`config.mk`:
```
export PLATFORM = sky130hd
export DESIGN_NAME = tmcc_regs
export DESIGN_NICKNAME = d
export VERILOG_FILES = /design/src/tmcc_pkg.sv /design/src/tmcc_regs.sv
export SDC_FILE = /design/constraint.sdc
export NUM_CORES = 1
export LEC_CHECK = 0
export BUFFER_PORTS_ARGS = -buffer_cell sky130_fd_sc_hd__buf_2
export CAP_MARGIN = 20
export CORE_UTILIZATION = 51
export CTS_CLUSTER_SIZE = 25
export DETAILED_ROUTE_END_ITERATION = 10
export PLACE_DENSITY_LB_ADDON = 0.05
export SYNTH_ARGS = -nofsm -noshare
export SYNTH_HDL_FRONTEND = slang
export SYNTH_SLANG_ARGS = --single-unit
```
`constraint.sdc`:
```
create_clock -name clk -period 2 [get_ports clk]
set_input_delay 0.4 -clock clk [delete_from_list [all_inputs] [get_ports clk]]
set_output_delay 0.4 -clock clk [all_outputs]
set_load 0.02 [all_outputs]
```
`src/tmcc_pkg.sv`:
```
// Shared constants, command and status codes, and interface types of the tile map checker.
`default_nettype none

package tmcc_pkg;

  // Map and tileset capacity.
  localparam int MAX_MAP_WIDTH  = 64;
  localparam int MAX_MAP_HEIGHT = 64;
  localparam int MAX_LAYERS     = 8;
  localparam int MAX_TILE_KINDS = 256;

  // Cell store geometry: address is {layer, column, row}.
  localparam int X_BITS     = $clog2(MAX_MAP_WIDTH);
  localparam int Y_BITS     = $clog2(MAX_MAP_HEIGHT);
  localparam int L_BITS     = $clog2(MAX_LAYERS);
  localparam int CELL_AW    = L_BITS + X_BITS + Y_BITS;
  localparam int CELL_DEPTH = 1 << CELL_AW;
  localparam int CODE_BITS  = $clog2(MAX_TILE_KINDS + 1);
  localparam int KIND_BITS  = $clog2(MAX_TILE_KINDS);

  // Fixed field widths.
  localparam int POS_W   = 16;
  localparam int CNT_W   = 4;
  localparam int APB_AW  = 5;
  localparam int APB_DW  = 32;

  typedef enum logic [1:0] {
    CMD_PLACE = 2'd0,
    CMD_SOLID = 2'd1,
    CMD_QUERY = 2'd2,
    CMD_NONE  = 2'd3
  } cmd_t;

  typedef enum logic [1:0] {
    ST_OK        = 2'd0,
    ST_BAD_TILE  = 2'd1,
    ST_OUTSIDE   = 2'd2,
    ST_BAD_LAYER = 2'd3
  } status_t;

  // Effective configuration after zero and capacity limits.
  typedef struct packed {
    logic [7:0] tw;
    logic [7:0] th;
    logic [6:0] mw;
    logic [6:0] mh;
    logic [2:0] cl;
    logic [3:0] nl;
    logic [8:0] nt;
  } cfg_t;

  typedef struct packed {
    logic                 wr;
    logic [CELL_AW-1:0]   addr;
    logic [CODE_BITS-1:0] data;
  } cell_req_t;

  typedef struct packed {
    logic                 wr;
    logic [KIND_BITS-1:0] addr;
    logic                 data;
  } solid_req_t;

endpackage

`default_nettype wire

```
`src/tmcc_regs.sv`:
```
// APB configuration registers and the effective configuration derived from them.
`default_nettype none

module tmcc_regs (
  input  wire logic                           clk,
  input  wire logic                           rst,
  input  wire logic                           psel,
  input  wire logic                           penable,
  input  wire logic                           pwrite,
  input  wire logic [tmcc_pkg::APB_AW-1:0]    paddr,
  input  wire logic [tmcc_pkg::APB_DW-1:0]    pwdata,
  output logic      [tmcc_pkg::APB_DW-1:0]    prdata,
  output logic                                pready,
  output tmcc_pkg::cfg_t                      cfg
);

  typedef enum logic [2:0] {
    REG_TILE_W     = 3'd0,
    REG_TILE_H     = 3'd1,
    REG_MAP_W      = 3'd2,
    REG_MAP_H      = 3'd3,
    REG_COLL_LAYER = 3'd4,
    REG_LAYER_CNT  = 3'd5,
    REG_TILE_CNT   = 3'd6
  } reg_idx_t;

  logic [7:0] tile_width_px;
  logic [7:0] tile_height_px;
  logic [6:0] map_width;
  logic [6:0] map_height;
  logic [2:0] collision_layer;
  logic [3:0] layer_count;
  logic [8:0] tile_count;
  logic [2:0] reg_idx;
  logic       wr_en;

  assign pready  = 1'b1;
  assign reg_idx = paddr[4:2];
  assign wr_en   = psel && penable && pwrite;

  // Register writes.
  always_ff @(posedge clk) begin
    if (rst) begin
      tile_width_px   <= 8'd64;
      tile_height_px  <= 8'd64;
      map_width       <= 7'd1;
      map_height      <= 7'd1;
      collision_layer <= 3'd0;
      layer_count     <= 4'd1;
      tile_count      <= 9'd256;
    end else if (wr_en) begin
      case (reg_idx)
        REG_TILE_W:     tile_width_px   <= pwdata[7:0];
        REG_TILE_H:     tile_height_px  <= pwdata[7:0];
        REG_MAP_W:      map_width       <= pwdata[6:0];
        REG_MAP_H:      map_height      <= pwdata[6:0];
        REG_COLL_LAYER: collision_layer <= pwdata[2:0];
        REG_LAYER_CNT:  layer_count     <= pwdata[3:0];
        REG_TILE_CNT:   tile_count      <= pwdata[8:0];
        default: ;
      endcase
    end
  end

  // Read-back of the raw register values.
  always_comb begin
    case (reg_idx)
      REG_TILE_W:     prdata = {24'd0, tile_width_px};
      REG_TILE_H:     prdata = {24'd0, tile_height_px};
      REG_MAP_W:      prdata = {25'd0, map_width};
      REG_MAP_H:      prdata = {25'd0, map_height};
      REG_COLL_LAYER: prdata = {29'd0, collision_layer};
      REG_LAYER_CNT:  prdata = {28'd0, layer_count};
      REG_TILE_CNT:   prdata = {23'd0, tile_count};
      default:        prdata = '0;
    endcase
  end

  // A zero tile size counts as one pixel; counts are capped at the capacity.
  always_comb begin
    cfg.tw = (tile_width_px == 8'd0) ? 8'd1 : tile_width_px;
    cfg.th = (tile_height_px == 8'd0) ? 8'd1 : tile_height_px;
    cfg.mw = (map_width > 7'(tmcc_pkg::MAX_MAP_WIDTH)) ?
             7'(tmcc_pkg::MAX_MAP_WIDTH) : map_width;
    cfg.mh = (map_height > 7'(tmcc_pkg::MAX_MAP_HEIGHT)) ?
             7'(tmcc_pkg::MAX_MAP_HEIGHT) : map_height;
    cfg.cl = collision_layer;
    cfg.nl = (layer_count > 4'(tmcc_pkg::MAX_LAYERS)) ?
             4'(tmcc_pkg::MAX_LAYERS) : layer_count;
    cfg.nt = (tile_count > 9'(tmcc_pkg::MAX_TILE_KINDS)) ?
             9'(tmcc_pkg::MAX_TILE_KINDS) : tile_count;
  end

endmodule

`default_nettype wire

```
==> reports/qor.csv <==
stage,metric,value,unit
die,IO Count,121,
yosys,top-area cell type share of the netlist area,34.3,%
grt,total track usage,23.3,%
finish,ANT cells,0,
placement,GP Congestion,0.790,
yosys,top-count cell post-synth,mux2i_1,
die,starting density of the core,52.9,%
clock_network,CTS tree,yes,
worst_setup_path,crit path launch type,flop,
finish,final core utilization,61.4,%
grt,vias in the first global route,1796,
placement,placed instance area,2970,um^2
grt,first-pass GRT wire length,9.42,mm
timing,max frequency,0.524,GHz
yosys,synth warn,0,
clock_network,post-CTS setup buffer count,0,
grt,GRT overflow,0,
timing,final count of negative-setup-slack endpoints,0,
timing,RSZ-0062 raised after global routing,false,
power,peak supply drop,0.439,mV
worst_setup_path,largest fanout on the critical path,3,
yosys,Synth top cells by count,"56 x mux2i_1, 48 x nand2b_1, 46 x dfxtp_1",
drt,DRT Pass-1 Iters,4,
clock_network,clk sinks,46,
die,die area,5560,um^2
placement,dpl hpwl,4.64,mm
timing,period utilisation layout,95.4,%
drt,vias per cell,5.01,
placement,IO Port Bufs,71,
finish,"Design Area, Final",3120,um^2
grt,largest net degree at the start of global routing,28,
clock_network,hold buffer count at CTS,0,
yosys,Synth Instances,290,
drt,drt initial violations,91,
drt,antenna-violating nets left,0,
timing,Tmin final,1.91,ns
finish,fin nets,387,
yosys,"Primary FF master, synth",dfxtp_1,
timing,Clock Skew,0,ns
worst_setup_path,Crit path arrival time,1.51,ns
yosys,dominant cells by area after synthesis,"dfxtp_1 34%, mux2i_1 21%, nand2b_1 11%, buf_4 7.0%, nor2b_1 5.8%",
yosys,Synth Register Bits,46,
timing,Min Hold Slack,0.348,ns
timing,setup_tns,0,ns
worst_setup_path,critical setup path kind,flop to output port,
timing,Final Hold Viols,0,
power,LEAKAGE,1.66,nW
die,# rows,26,
grt,number of antenna violations at the first check in global routing,0,
die,Die Width,74.5,um
yosys,sequential element share of the synthesized area,34.3,%
clock_network,# resized after CTS,0,
yosys,syn_area_per_cell,9.25,um^2
yosys,Post-synth EDFFs,0,
finish,Area Growth Syn to Fin,16.1,%
clock_network,Inserted Clock Buffers,5,
power,PD cells,639,nW/um^2
drt,DR DRC count,0,
clock_network,Clock Pin Slew Worst Setup and Hold Paths,0.09,ns
yosys,asr flop ratio synth,0,%
worst_setup_path,Worst EP required,1.60,ns
worst_setup_path,Crit. End Element,output port,
flow_run,max-cap viol count,0,
timing,"Slew Viols, Final",0,
clock_network,"Clk Latency, worst-skew pair",0.30,ns
finish,ratio of cells with drive above 1 in the final layout,29.2,%
drt,drt total wl,6.34,mm
power,"Power, Total",1.99,mW
clock_network,H-tree depth,2,
clock_network,CTS Root Cell,clkbuf_8,
finish,multi-input logic area,1530,um^2
clock_network,CTS max path bufs,2,
finish,FF/Latch Area,923,um^2
worst_hold_path,Tightest Hold Check Type,input port to flop,
yosys,Synth cell types,33,
die,Core Box Area,5070,um^2
finish,layout filler cell count,474,
die,Die Y,74.5,um
yosys,post-synth top area cell,dfxtp_1,
status,outcome,finished clean,
drt,DR vias,2083,
drt,routed len/inst,15.2,um
yosys,Syn Std Cell Area,2680,um^2
[state kept, by name, summed over array words and instances (netlist names)]
signal,count
collision_layer,3
layer_count,4
map_height,7
map_width,7
tile_count,9
tile_height_px,8
tile_width_px,8
[routing by layer]
| layer | up-vias | wire length (um) | global-route usage, % |
|---|---|---|---|
| met5 | - | 0 | 0 |
| met1 | 981 | 2890 | 31.2 |
| met4 | 0 | 44 | 5.03 |
| met3 | 4 | 321 | 4.07 |
| li1 | 1027 | - | - |
| met2 | 71 | 3090 | 39.1 |
[worst max-delay path, cell delays in order, from the launching register on]
cell and delay (ns):
dfxtp_1 0.34, mux2_2 0.27, a221oi_1 0.31, a221oi_1 0.10
buf_2 0.19
[kinds of logic (layout without fill, tap and decap cells)]
group / count (synthesis) / in the layout / share of synthesized area [%]
simple gates: 108 / 108 / 24.2
mux: 62 / 62 / 24.5
buf+inv: 56 / 90 / 12.2
flops: 46 / 46 / 34.3
compound gates: 16 / 16 / 4.52
other cells: 2 / 24 / 0.280
[cell usage in the layout, fill, tap and decap left out, types with 2 or more instances in the layout]
cell / n
buf_4: 8
mux2i_1: 56
nand2_1: 5
conb_1: 24
o21ai_0: 2
bufinv_16: 2
mux4_1: 2
nor4_1: 2
clkbuf_8: 5
inv_1: 2
a21o_1: 3
nor2_1: 11
dfxtp_2: 2
a221oi_1: 5
nand2b_1: 48
nand3_1: 2
nor3_1: 3
nand2_2: 4
dfxtp_1: 44
buf_2: 71
and2b_1: 2
nor2b_1: 25
mux2_2: 4
[layout make-up]
cell class              count  share of cell area, %
inverters                   2                  0.241
clock inverters             3                   2.21
flip-flops and latches     46                   29.6
repair buffers             80                   14.0
clock buffers               5                   2.21
well taps                  70                   2.81
multi-input cells         210                   48.9
[stage by stage]
step | instances | setup WS (ns)
final | 416 | 0.0926
after global routing | 416 | 0.0206
after CTS | 416 | 0.0554
after detailed placement | 408 | 0.0746
after global placement | 408 | 0.0834
after floorplan | 312 | 0.154
[final timing paths]
check,start,end,slack [ns],cells past startpoint
worst max register to register,tile_count[8],tile_count[8],1.19,2
worst min-delay path,pwdata[8],tile_count[8],0.35,3
worst max-delay path,tile_height_px[0],prdata[0],0.09,4
worst min register to register,map_height[4],map_height[4],0.49,2
[where the power goes]
part | switching (mW) | leakage [nW] | internal (mW) | total, mW
clock | 0.335 | 0.0683 | 0.501 | 0.835
combinational | 0.146 | 1.22 | 0.0804 | 0.226
sequential | 0.00657 | 0.372 | 0.922 | 0.928
Note: power is estimated with default switching activity, not from simulation.
